**config.mk**
```make
export PLATFORM = sky130hd
export DESIGN_NAME = perceptron_train_classify
export DESIGN_NICKNAME = d
export VERILOG_FILES = /design/src/rtl/ptc_pkg.sv /design/src/rtl/perceptron_train_classify.sv /design/src/rtl/ptc_datapath.sv /design/src/rtl/ptc_controller.sv
export SDC_FILE = /design/constraint.sdc
export NUM_CORES = 2
export LEC_CHECK = 0
export BUFFER_PORTS_ARGS = -buffer_cell sky130_fd_sc_hd__buf_2
export CAP_MARGIN = 20
export CORE_MARGIN = 1
export CORE_UTILIZATION = 52
export CTS_CLUSTER_SIZE = 30
export DETAILED_ROUTE_END_ITERATION = 8
export HOLD_SLACK_MARGIN = 0.02
export PLACE_DENSITY_LB_ADDON = 0.15
export SYNTH_ARGS = -nofsm -noshare
export SYNTH_HDL_FRONTEND = slang
export SYNTH_HIERARCHICAL = 1
export SYNTH_SLANG_ARGS = --single-unit
```
**constraint.sdc**
```tcl
create_clock -name clock -period 11.25 [get_ports clock]
set_clock_uncertainty 0.1 [all_clocks]
set_input_delay 0 -clock clock [delete_from_list [all_inputs] [get_ports clock]]
set_output_delay 0 -clock clock [all_outputs]
set_load 0.02 [all_outputs]
```
**src/rtl/ptc_pkg.sv**
```systemverilog
// types, constants and helpers shared by the perceptron train and classify block
package ptc_pkg;

   localparam int FEATURES_DEFAULT = 16;
   localparam int ACC_W = 56;
   localparam int WEIGHT_W = 32;
   localparam int FEAT_W = 16;
   localparam int RATE_W = 16;
   localparam logic [RATE_W-1:0] RATE_RESET = 16'd13107;

   typedef enum logic {
      CMD_CLASSIFY = 1'b0,
      CMD_TRAIN    = 1'b1
   } cmd_code_type;

   typedef struct packed {
      logic                     cmd;
      logic signed [FEAT_W-1:0] feature_value;
      logic                     label;
      logic                     last;
   } req_payload_type;

   typedef struct packed {
      logic predicted_class;
      logic mistake;
   } rsp_payload_type;

   typedef struct packed {
      logic accept;
      logic mac;
      logic sum;
      logic bias;
      logic upd_start;
      logic upd_rd;
      logic upd_mul;
      logic upd_wr;
      logic out_load;
   } ctl_cmd_type;

   typedef struct packed {
      logic last_item;
      logic mistake;
      logic count_nonzero;
      logic upd_more;
      logic rsp_busy;
   } dp_status_type;

   function automatic logic signed [WEIGHT_W-1:0] sat32(input logic signed [WEIGHT_W+1:0] v);
      logic signed [WEIGHT_W+1:0] hi;
      logic signed [WEIGHT_W+1:0] lo;
      hi = 34'sd2147483647;
      lo = -34'sd2147483648;
      if (v > hi) begin
         return 32'sh7FFFFFFF;
      end else if (v < lo) begin
         return 32'sh80000000;
      end else begin
         return v[WEIGHT_W-1:0];
      end
   endfunction

endpackage

```
**src/rtl/perceptron_train_classify.sv**
```systemverilog
// item without last: accept, then one multiply-accumulate, then back to idle for the next accept
// item with last: accept, multiply-accumulate, sum, check, result load; a training mistake also
// moves the bias and adds, for each of N buffered features, one weight read, multiply and write
// through the weight memory port; the next item is taken once the result is in the output register
// reset: synchronous, clears weights, bias, accumulator, feature count, result valid; rate 13107
module perceptron_train_classify #(
   parameter int FEATURES = ptc_pkg::FEATURES_DEFAULT
) (
   input  logic                        clock,
   input  logic                        reset,
   input  logic                        req_valid,
   output logic                        req_stall,
   input  ptc_pkg::req_payload_type    req_payload,
   output logic                        rsp_valid,
   input  logic                        rsp_stall,
   output ptc_pkg::rsp_payload_type    rsp_payload,
   input  logic                        csr_valid,
   output logic                        csr_ready,
   input  logic [ptc_pkg::RATE_W-1:0]  csr_data
);
   import ptc_pkg::*;

   ctl_cmd_type   cmd;
   dp_status_type sts;

   assign csr_ready = 1'b1;

   ptc_controller u_ctl (
      .clock     (clock),
      .reset     (reset),
      .req_valid (req_valid),
      .req_stall (req_stall),
      .sts_i     (sts),
      .cmd_o     (cmd)
   );

   ptc_datapath #(
      .FEATURES (FEATURES)
   ) u_dp (
      .clock       (clock),
      .reset       (reset),
      .cmd_i       (cmd),
      .sts_o       (sts),
      .req_payload (req_payload),
      .rsp_valid   (rsp_valid),
      .rsp_stall   (rsp_stall),
      .rsp_payload (rsp_payload),
      .csr_valid   (csr_valid),
      .csr_data    (csr_data)
   );

endmodule

```
**src/rtl/ptc_datapath.sv**
```systemverilog
// datapath: feature and weight memories, accumulator, bias, update arithmetic, result register
module ptc_datapath #(
   parameter int FEATURES = ptc_pkg::FEATURES_DEFAULT
) (
   input  logic                          clock,
   input  logic                          reset,
   input  ptc_pkg::ctl_cmd_type          cmd_i,
   output ptc_pkg::dp_status_type        sts_o,
   input  ptc_pkg::req_payload_type      req_payload,
   output logic                          rsp_valid,
   input  logic                          rsp_stall,
   output ptc_pkg::rsp_payload_type      rsp_payload,
   input  logic                          csr_valid,
   input  logic [ptc_pkg::RATE_W-1:0]    csr_data
);
   import ptc_pkg::*;

   localparam int CNT_W = $clog2(FEATURES + 1);
   localparam int IDX_W = (FEATURES > 1) ? $clog2(FEATURES) : 1;

   logic [CNT_W-1:0]           idx_ff, idx_in;
   logic [IDX_W-1:0]           upd_idx_ff, upd_idx_in;
   logic signed [ACC_W-1:0]    acc_ff, acc_in;
   logic signed [WEIGHT_W-1:0] bias_ff, bias_in;
   logic [RATE_W-1:0]          rate_ff, rate_in;
   req_payload_type            item_ff;
   logic                       in_range_ff;
   logic                       pred_ff, mistake_ff;
   logic                       rsp_valid_ff, rsp_valid_in;
   rsp_payload_type            rsp_ff;
   logic signed [32:0]         prod_ff;

   logic signed [FEAT_W-1:0]   feat_mem [FEATURES];
   logic signed [WEIGHT_W-1:0] weight_mem [FEATURES];
   logic [FEATURES-1:0]        wvalid_ff;
   logic signed [FEAT_W-1:0]   f_rd_ff;
   logic signed [WEIGHT_W-1:0] w_rd_ff;
   logic                       wv_rd_ff;

   logic                       in_range;
   logic                       w_re;
   logic [IDX_W-1:0]           w_ra;
   logic signed [WEIGHT_W-1:0] w_eff;
   logic signed [FEAT_W-1:0]   item_feat;
   logic signed [47:0]         mac_prod;
   logic signed [ACC_W:0]      sum_w;
   logic                       pred;
   logic signed [32:0]         step_prod;
   logic signed [32:0]         step;
   logic signed [WEIGHT_W+1:0] w_sum;
   logic signed [WEIGHT_W+1:0] b_sum;
   logic signed [WEIGHT_W+1:0] rate_ext;

   assign in_range  = idx_ff < CNT_W'(FEATURES);
   assign w_re      = (cmd_i.accept && in_range) || cmd_i.upd_rd;
   assign w_ra      = cmd_i.accept ? idx_ff[IDX_W-1:0] : upd_idx_ff;
   assign w_eff     = wv_rd_ff ? w_rd_ff : '0;
   assign item_feat = item_ff.feature_value;
   assign mac_prod  = item_feat * w_eff;
   assign sum_w     = (ACC_W+1)'(acc_ff) + (ACC_W+1)'($signed({bias_ff, 8'h00}));
   assign pred      = !sum_w[ACC_W] && (sum_w != '0);
   assign step_prod = f_rd_ff * $signed({1'b0, rate_ff});
   assign step      = prod_ff >>> 8;
   assign rate_ext  = (WEIGHT_W+2)'($signed({1'b0, rate_ff}));
   assign w_sum     = item_ff.label ? (WEIGHT_W+2)'(w_eff) + (WEIGHT_W+2)'(step)
                                    : (WEIGHT_W+2)'(w_eff) - (WEIGHT_W+2)'(step);
   assign b_sum     = item_ff.label ? (WEIGHT_W+2)'(bias_ff) + rate_ext
                                    : (WEIGHT_W+2)'(bias_ff) - rate_ext;

   always_comb begin
      idx_in       = idx_ff;
      upd_idx_in   = upd_idx_ff;
      acc_in       = acc_ff;
      bias_in      = bias_ff;
      rate_in      = csr_valid ? csr_data : rate_ff;
      rsp_valid_in = rsp_valid_ff && rsp_stall;
      if (cmd_i.mac && in_range_ff) begin
         acc_in = acc_ff + ACC_W'(mac_prod);
         idx_in = idx_ff + CNT_W'(1);
      end
      if (cmd_i.bias) begin
         bias_in = sat32(b_sum);
      end
      if (cmd_i.upd_start) begin
         upd_idx_in = '0;
      end else if (cmd_i.upd_wr) begin
         upd_idx_in = upd_idx_ff + IDX_W'(1);
      end
      if (cmd_i.out_load) begin
         acc_in       = '0;
         idx_in       = '0;
         rsp_valid_in = 1'b1;
      end
   end

   always_ff @(posedge clock) begin
      if (reset) begin
         idx_ff       <= '0;
         acc_ff       <= '0;
         bias_ff      <= '0;
         rate_ff      <= RATE_RESET;
         rsp_valid_ff <= 1'b0;
         wvalid_ff    <= '0;
      end else begin
         idx_ff       <= idx_in;
         acc_ff       <= acc_in;
         bias_ff      <= bias_in;
         rate_ff      <= rate_in;
         rsp_valid_ff <= rsp_valid_in;
         if (cmd_i.upd_wr) begin
            wvalid_ff[upd_idx_ff] <= 1'b1;
         end
      end
   end

   always_ff @(posedge clock) begin
      upd_idx_ff <= upd_idx_in;
      if (cmd_i.accept) begin
         item_ff     <= req_payload;
         in_range_ff <= in_range;
      end
      if (cmd_i.sum) begin
         pred_ff    <= pred;
         mistake_ff <= (item_ff.cmd == CMD_TRAIN) && (pred != item_ff.label);
      end
      if (cmd_i.upd_mul) begin
         prod_ff <= step_prod;
      end
      if (cmd_i.out_load) begin
         rsp_ff.predicted_class <= pred_ff;
         rsp_ff.mistake         <= mistake_ff;
      end
   end

   // feature store
   always_ff @(posedge clock) begin
      if (cmd_i.accept && in_range) begin
         feat_mem[idx_ff[IDX_W-1:0]] <= req_payload.feature_value;
      end
      if (cmd_i.upd_rd) begin
         f_rd_ff <= feat_mem[upd_idx_ff];
      end
   end

   // weight store
   always_ff @(posedge clock) begin
      if (cmd_i.upd_wr) begin
         weight_mem[upd_idx_ff] <= sat32(w_sum);
      end
      if (w_re) begin
         w_rd_ff  <= weight_mem[w_ra];
         wv_rd_ff <= wvalid_ff[w_ra];
      end
   end

   assign sts_o.last_item     = item_ff.last;
   assign sts_o.mistake       = mistake_ff;
   assign sts_o.count_nonzero = idx_ff != '0;
   assign sts_o.upd_more      = (CNT_W'(upd_idx_ff) + CNT_W'(1)) < idx_ff;
   assign sts_o.rsp_busy      = rsp_valid_ff && rsp_stall;

   assign rsp_valid   = rsp_valid_ff;
   assign rsp_payload = rsp_ff;

   a_idx_bound: assert property (@(posedge clock) disable iff (reset)
      idx_ff <= CNT_W'(FEATURES))
      else $error("feature count beyond store depth");
   a_upd_bound: assert property (@(posedge clock) disable iff (reset)
      cmd_i.upd_wr |-> CNT_W'(upd_idx_ff) < idx_ff)
      else $error("weight update past buffered features");
   a_no_overwrite: assert property (@(posedge clock) disable iff (reset)
      cmd_i.out_load |-> !(rsp_valid_ff && rsp_stall))
      else $error("result register overwritten while held");

endmodule

```
**src/rtl/ptc_controller.sv**
```systemverilog
// controller: sequences accept, accumulate, decision, weight update and result hand-off
module ptc_controller (
   input  logic                   clock,
   input  logic                   reset,
   input  logic                   req_valid,
   output logic                   req_stall,
   input  ptc_pkg::dp_status_type sts_i,
   output ptc_pkg::ctl_cmd_type   cmd_o
);
   import ptc_pkg::*;

   typedef enum logic [2:0] {
      S_IDLE,
      S_MAC,
      S_SUM,
      S_CHECK,
      S_UPD_RD,
      S_UPD_MUL,
      S_UPD_WR,
      S_OUT
   } state_type;

   state_type state_ff, state_in;

   always_comb begin
      cmd_o           = '0;
      state_in        = state_ff;
      case (state_ff)
         S_IDLE: begin
            if (req_valid) begin
               cmd_o.accept = 1'b1;
               state_in     = S_MAC;
            end
         end
         S_MAC: begin
            cmd_o.mac = 1'b1;
            state_in  = sts_i.last_item ? S_SUM : S_IDLE;
         end
         S_SUM: begin
            cmd_o.sum = 1'b1;
            state_in  = S_CHECK;
         end
         S_CHECK: begin
            if (sts_i.mistake) begin
               cmd_o.bias      = 1'b1;
               cmd_o.upd_start = 1'b1;
               state_in        = sts_i.count_nonzero ? S_UPD_RD : S_OUT;
            end else begin
               state_in = S_OUT;
            end
         end
         S_UPD_RD: begin
            cmd_o.upd_rd = 1'b1;
            state_in     = S_UPD_MUL;
         end
         S_UPD_MUL: begin
            cmd_o.upd_mul = 1'b1;
            state_in      = S_UPD_WR;
         end
         S_UPD_WR: begin
            cmd_o.upd_wr = 1'b1;
            state_in     = sts_i.upd_more ? S_UPD_RD : S_OUT;
         end
         S_OUT: begin
            if (!sts_i.rsp_busy) begin
               cmd_o.out_load = 1'b1;
               state_in       = S_IDLE;
            end
         end
         default: begin
            state_in = S_IDLE;
         end
      endcase
   end

   always_ff @(posedge clock) begin
      if (reset) begin
         state_ff <= S_IDLE;
      end else begin
         state_ff <= state_in;
      end
   end

   assign req_stall = state_ff != S_IDLE;

   a_accept_mac: assert property (@(posedge clock) disable iff (reset)
      (req_valid && !req_stall) |=> state_ff == S_MAC)
      else $error("accepted item not accumulated");
   a_bias_on_mistake: assert property (@(posedge clock) disable iff (reset)
      cmd_o.bias |-> sts_i.mistake)
      else $error("bias moved without a mistake");
   a_upd_done: assert property (@(posedge clock) disable iff (reset)
      (cmd_o.upd_wr && !sts_i.upd_more) |=> state_ff == S_OUT)
      else $error("update loop did not finish to result");

endmodule

```
== Yosys cells after proc, flatten, opt, wreduce, memory -nomap -nowiden ==
Memory sizes are Yosys's and may differ from the RTL's. A register that Yosys moved wholly into a read port is not among the register bits.
Cells that the tools add are included.

* Add/subtract/negate cells: 9
* Multiply operators: 2
* Magnitude comparators: 9
* Equal/unequal tests: 10
* Multiplexer cells: 36
* Bitwise logic cells: 1
* Reductions and logical operators: 14

{| class="wikitable"
|+ Operators with widths
! operator !! count
|-
| 32-bit two-way mux || 6
|-
| 34-bit by 32-bit greater-than comparator with 1-bit output, second input constant || 2
|-
| 34-bit by 32-bit < comparator with 1-bit output, second input constant || 2
|-
| 34-bit two-way mux || 2
|-
| 56-bit by 40-bit adder with 57-bit output || 1
|-
| 57-bit nonzero test || 1
|-
| 56-bit by 48-bit adder with 56-bit output || 1
|-
| 16-bit by 32-bit multiplier with 48-bit output || 1
|-
| 32-bit by 17-bit adder with 33-bit output || 1
|-
| 32-bit by 25-bit adder with 33-bit output || 1
|-
| 16-bit by 17-bit multiplier with 33-bit output || 1
|-
| 32-bit by 17-bit subtractor with 33-bit output || 1
|-
| 32-bit by 25-bit subtractor with 33-bit output || 1
|-
| 3-bit case mux with 8 select lines || 1
|-
| 1-bit two-way mux || 16
|-
| 16-bit OR || 1
|-
| 3-bit equality test, second input constant || 4
|-
| 4-bit by 5-bit < comparator with 1-bit output, second input constant || 2
|-
| 2-bit two-way mux || 5
|-
| 3-bit two-way mux || 3
|-
| 3-bit by 2-bit equality test with 1-bit output, second input constant || 2
|-
| 1-bit logical AND || 6
|-
| 4-bit by 1-bit adder with 5-bit output, second input constant || 1
|-
| 5-bit by 1-bit adder with 5-bit output, second input constant || 1
|-
| 17 further kinds || 18
|}

* Flip-flop bits (word level): 191
* Bits in writable memories: 768
* Input port bits: 40
* Output and inout bits: 5
* Word-level logic and storage cells: 102
* Memories kept: 2

{| class="wikitable"
|+ Memories
! name !! depth !! width !! rd ports !! clocked after Yosys merged registers in !! write ports !! RTL line !! source
|-
| u_dp.weight_mem || 16 || 32 || 1 || 1 || 1 || ptc_datapath.sv:34 || <nowiki>logic signed [WEIGHT_W-1:0] weight_mem [FEATURES];</nowiki>
|-
| u_dp.feat_mem || 16 || 16 || 1 || 1 || 1 || ptc_datapath.sv:33 || <nowiki>logic signed [FEAT_W-1:0] feat_mem [FEATURES];</nowiki>
|}

== Logic depth before layout (Yosys ltp) ==
* Depth after elaboration: 7
* Gate-level depth with buffers: 29
* Gate-level depth less buffers: 27

== By module ==
Netlist, hierarchy kept.

{| class="wikitable"
|+ Modules (own cells, without submodules)
! module !! times used !! cells an instance !! area each (sq um) !! sequential area each (sq um)
|-
| ptc_datapath || 1 || 6343 || 73954.7 || 28607.4
|-
| ptc_controller || 1 || 31 || 290.3 || 60.1
|-
| perceptron_train_classify || 1 || 2 || 11.3 || 0.0
|}

== Worst setup path before layout ==
OpenSTA, ideal clock, no wires.

* Kind: reg-to-reg
* Start point: register u_dp.wv_rd_ff
* End point: register u_dp.acc_ff[54]
* Setup time: 0.132 ns
* Data arrival time: 6.798 ns
* Required time: 11.018 ns
* Path slack: 4.219 ns
* Cell stages (with the launch flop): 28
* Buffers on the path: 2
* Clock period less this slack: 7.031 ns
* Cell sequence: edfxtp_1 > clkbuf_1 > and2_0 > clkbuf_1 > nand2_1 > fa_1 > inv_1 > fa_1 > inv_1 > fa_1 > inv_1 > fa_1 > fa_1 > inv_1 > fa_1 > inv_1 > ha_1 > a21o_1 > a21o_1 > a21oi_1 > o221ai_1 > o2111ai_1 > o21ai_0 > a22oi_1 > nor2_1 > o41ai_1 > mux2i_1 > a21oi_1

* Longest elaborated chain between the ends: 3

{| class="wikitable"
|+ RTL lines
! element !! RTL line !! source
|-
| start, declared || ptc_datapath.sv:38 || <nowiki>logic wv_rd_ff;</nowiki>
|-
| start signal, assigned || ptc_datapath.sv:152 || <nowiki>wv_rd_ff <= wvalid_ff[w_ra];</nowiki>
|-
| 32-bit two-way mux || ptc_datapath.sv:57 || <nowiki>assign w_eff = wv_rd_ff ? w_rd_ff : '0;</nowiki>
|-
| 16-bit by 32-bit multiplier with 48-bit output || ptc_datapath.sv:59 || <nowiki>assign mac_prod = item_feat * w_eff;</nowiki>
|-
| 56-bit by 48-bit adder with 56-bit output || ptc_datapath.sv:78 || <nowiki>acc_in = acc_ff + ACC_W'(mac_prod);</nowiki>
|-
| end signal, assigned || ptc_datapath.sv:106 || <nowiki>acc_ff <= acc_in;</nowiki>
|-
| end, declared || ptc_datapath.sv:23 || <nowiki>logic signed [ACC_W-1:0] acc_ff, acc_in;</nowiki>
|}

No other way between the ends.
A chain may end at the register's enable or synchronous reset.

== Worst setup path in the final report ==
* Start point: register u_dp.wv_rd_ff
* End point: register u_dp.acc_ff[55]

Same word-level chain as after synthesis.

==> impl_results.md <==
- Register bit total from synthesis: 999
- P&R area growth vs syn: 8.981%
- Post-route cell area: approximately 0.081 mm²
- Setup TNS: 0 ps
- Total power: 21.84 mW
- Data required, critical path: 11790 ps
- Layout Nets: 7599
- CTS tree: yes
- Detailed placer's ending HPWL: 135000 µm
- Register area share after synthesis: between 30% and 40%
- Final Cycle Share: 80.09%
- I/O pin count: 45
- Max Cap Viol: 0
- Die Y-Extent: 379.9 µm
- Synth top area cells: edfxtp_1, fa_1, ha_1
- Std cell rows: 138
- Ys Warns: 6
- CP top delay family: adder cells
- Inst Count DP: 8084
- Commonest non-fill, non-tap cell in the layout: inv_1
- Max FO, Critical Path: 63
- Hold Crit Class: in -> reg
- Fin cells: 8379
- Filler Cells Inserted: between 10k and 15k
- Syn_nets: 7575
- Post-synth cell types: 97
- RSZ-0062 raised after global routing: false
- Fmax: between 0.1 and 0.15 GHz
- Post-synth ARST share: 0%
- WS Path Type: reg -> reg
- Starting density of the core: between 50% and 60%
- Post-synth EDFFs: 866
- 1st-iter DRT viols: between 4k and 5k
- Final ANT Viol Nets: 0
- Slowest stage delay, CP: 960 ps
- Post-synth top area share: 35.02%
- DR WL/cell: about 23 µm
- Slew of the pin with the lowest slew margin: 1179 ps
- Most frequent cells in the layout: inv_1, edfxtp_1, fa_1, nand2_1, ha_1
- Total grt overflow: 0
- Residual DRC: 0
- Routed WL: 191000 µm
- Bufs on Longest Clock Path: 3
- Clock slew at reported path FFs: 60 ps
- PD cells: ~270 mW/mm²
- Avg Vias per Cell: 5.844
- Crit. End Element: register
- Crit start category: register
- Die W: 379.9 µm
- Layout cell share with drive strength beyond 1: 9.636%
- Crit path DAT: 9550 ps
- Hold depth: 2
- Area after DPL: 0.07647 mm²
- Main synth FF type: edfxtp_1
- Slew headroom: 21.39%
- Slew Limit Fails: 0
- Clk sinks: 999
- Critical-path cell list: buf_4 > and2_1 > nand2_1 > fa_1 > fa_1 > fa_1 > inv_1 > fa_1 > fa_1 > inv_1 > fa_1 > inv_1 > ha_1 > a21oi_1 > o21ai_0 > a32o_1 > o41ai_1 > a21oi_1 > o21ai_0 > o311ai_1 > nand2_1 > o21ai_1 > xnor2_1 > a211oi_1
- Cell mode on critical path: fa_1
- Total GRT Usage: 27.01%
- Final worst slack: 2240 ps
- Slowest cell on the critical path: edfxtp_1
- Placeable core area: 0.1416 mm²
- Post-synth top area cell: edfxtp_1
- Syn Area/Cell: 11.65 µm²
- WHS: 67.56 ps
- Worst Reg2Reg Path Length in Cells: 24
- Fin. Hold Viols: 0
- Min Tclk post-route: 9010 ps
- TritonRoute pass-1 iters: 6
- Vias in the first global route: 50.87k
- Worst-skew pair later-pin latency: between 700 and 800 ps
- Resize count post-CTS: 0
- First-pass GRT wire length: around 300000 µm
- Post-placement setup slack: 2586 ps
- Setup violations, final: 0
- Critical path depth: 24
- Mapped Area: 0.07426 mm²
- Worst vdd rail ir drop: 0.4361 mV
- Cells after synthesis: 6376
- Crit path buffers/inverters: 4
- H-tree lvl count: 3
- TritonCTS Buffers: 104
- Initial antenna violation count: 7
- Die Area: 0.1443 mm²
- Placer Congestion: 0.9166
- Outcome: completed
- IO buf count: 43
- Root Driver: clkbuf_16
- Core Util, Final: a little under three fifths
- Largest net degree at the start of global routing: roughly 110
- Leakage Power: 34.08 nW
- Total number of vias: between 40k and 50k
==> worst register-to-register path, cell delays in order (launching register included) <==
cell and delay, ps:
edfxtp_1 960, buf_4 560, and2_1 550, nand2_1 170
fa_1 540, fa_1 510, fa_1 530, inv_1 60
fa_1 490, fa_1 500, inv_1 50, fa_1 480
inv_1 50, ha_1 350, a21oi_1 140, o21ai_0 160
a32o_1 320, o41ai_1 840, a21oi_1 370, o21ai_0 390
o311ai_1 220, nand2_1 130, o21ai_1 100, xnor2_1 130
a211oi_1 220
==> layer usage <==
layer  vias up  wire length (µm)  GRT usage, %
li1      21870                 -             -
met1     25280             81090         36.99
met2      1521             93680         44.96
met3       288             10490         3.548
met4         4              5763         8.371
met5         -                23             0
==> Yosys cell counts, drive strengths merged (21+ instances only) <==
| master | number |
|---|---|
| and3 | 200 |
| xor2 | 74 |
| o221a | 32 |
| a211oi | 67 |
| xnor2 | 119 |
| edfxtp | 866 |
| nor2 | 255 |
| mux2i | 26 |
| fa | 766 |
| a21oi | 277 |
| inv | 912 |
| nand3 | 44 |
| a21o | 80 |
| o21bai | 24 |
| o21ai | 150 |
| dfxtp | 133 |
| ha | 393 |
| o21a | 37 |
| or3 | 24 |
| nor3 | 54 |
| nand4 | 36 |
| nand2 | 713 |
| a31oi | 53 |
| buf | 53 |
| nand2b | 40 |
| and2 | 201 |
| nor2b | 25 |
| o211ai | 21 |
| clkbuf | 270 |
| mux4 | 212 |
==> state kept, by name, indices dropped and copies added, names as in the netlist, 2 cells and up <==
| register | cells |
|---|---|
| u_dp/bias_ff | 32 |
| u_dp/feat_mem | 256 |
| u_dp/weight_mem | 512 |
| u_dp/wvalid_ff | 16 |
| u_dp/w_rd_ff | 32 |
| u_dp/prod_ff | 25 |
| u_dp/upd_idx_ff | 4 |
| u_dp/idx_ff | 5 |
| u_dp/item_feat | 16 |
| u_dp/rate_ff | 16 |
| u_dp/item_ff | 2 |
| u_dp/acc_ff | 56 |
| u_ctl/state_ff | 3 |
| u_dp/rsp_payload | 2 |
| u_dp/f_rd_ff | 16 |
==> area by class of cell <==
cell class | count | area, µm² | share of cell area [%]
multi-input combinational | 4141 | 41020 | 50.69
sequential | 999 | 28670 | 35.43
inverter | 913 | 3427 | 4.235
clock buffer | 129 | 2768 | 3.420
tap | 1890 | 2365 | 2.922
timing repair buffer | 241 | 2034 | 2.514
clock inverter | 63 | 631.9 | 0.7808
antenna | 3 | 7.507 | 0.009277
==> kinds of logic after synthesis <==
| group | share of synthesized area, % |
|---|---|
| buf+inv | 6.315 |
| other cells | 0.005050 |
| simple gates | 10.85 |
| fa+ha+maj | 27.39 |
| xor+xnor | 2.276 |
| flops | 38.61 |
| mux | 6.902 |
| compound gates | 7.653 |
==> repair_timing <==
item | CTS | global route
endpoints found under the setup margin | 0 | 0
setup buffers | 0 | 0
hold buffers | 85 | 0
hold endpoints to repair | 334 | 0
==> where the power goes <==
group / total [mW] / internal (mW) / switching [mW]
Combinational: 13.7 / 5.61 / 8.12
Clock: 3.39 / 1.88 / 1.51
Sequential: 4.71 / 4.53 / 0.178
Total: 21.8 / 12.0 / 9.81
==> final timing paths <==
path                                         startpoint                       endpoint  slack [ps]
worst max-delay path            u_dp/wv_rd_ff$_DFFE_PP_   u_dp/acc_ff[55]$_SDFFE_PP0P_        2240
worst min-delay path                    req_payload[18]     u_dp/item_ff[18]$_DFFE_PP_          70
worst max register to register  u_dp/wv_rd_ff$_DFFE_PP_   u_dp/acc_ff[55]$_SDFFE_PP0P_        2240
worst min register to register   u_dp/pred_ff$_DFFE_PP_  u_dp/rsp_payload[1]$_DFFE_PP_         330
(Power assumes the default switching activity.)
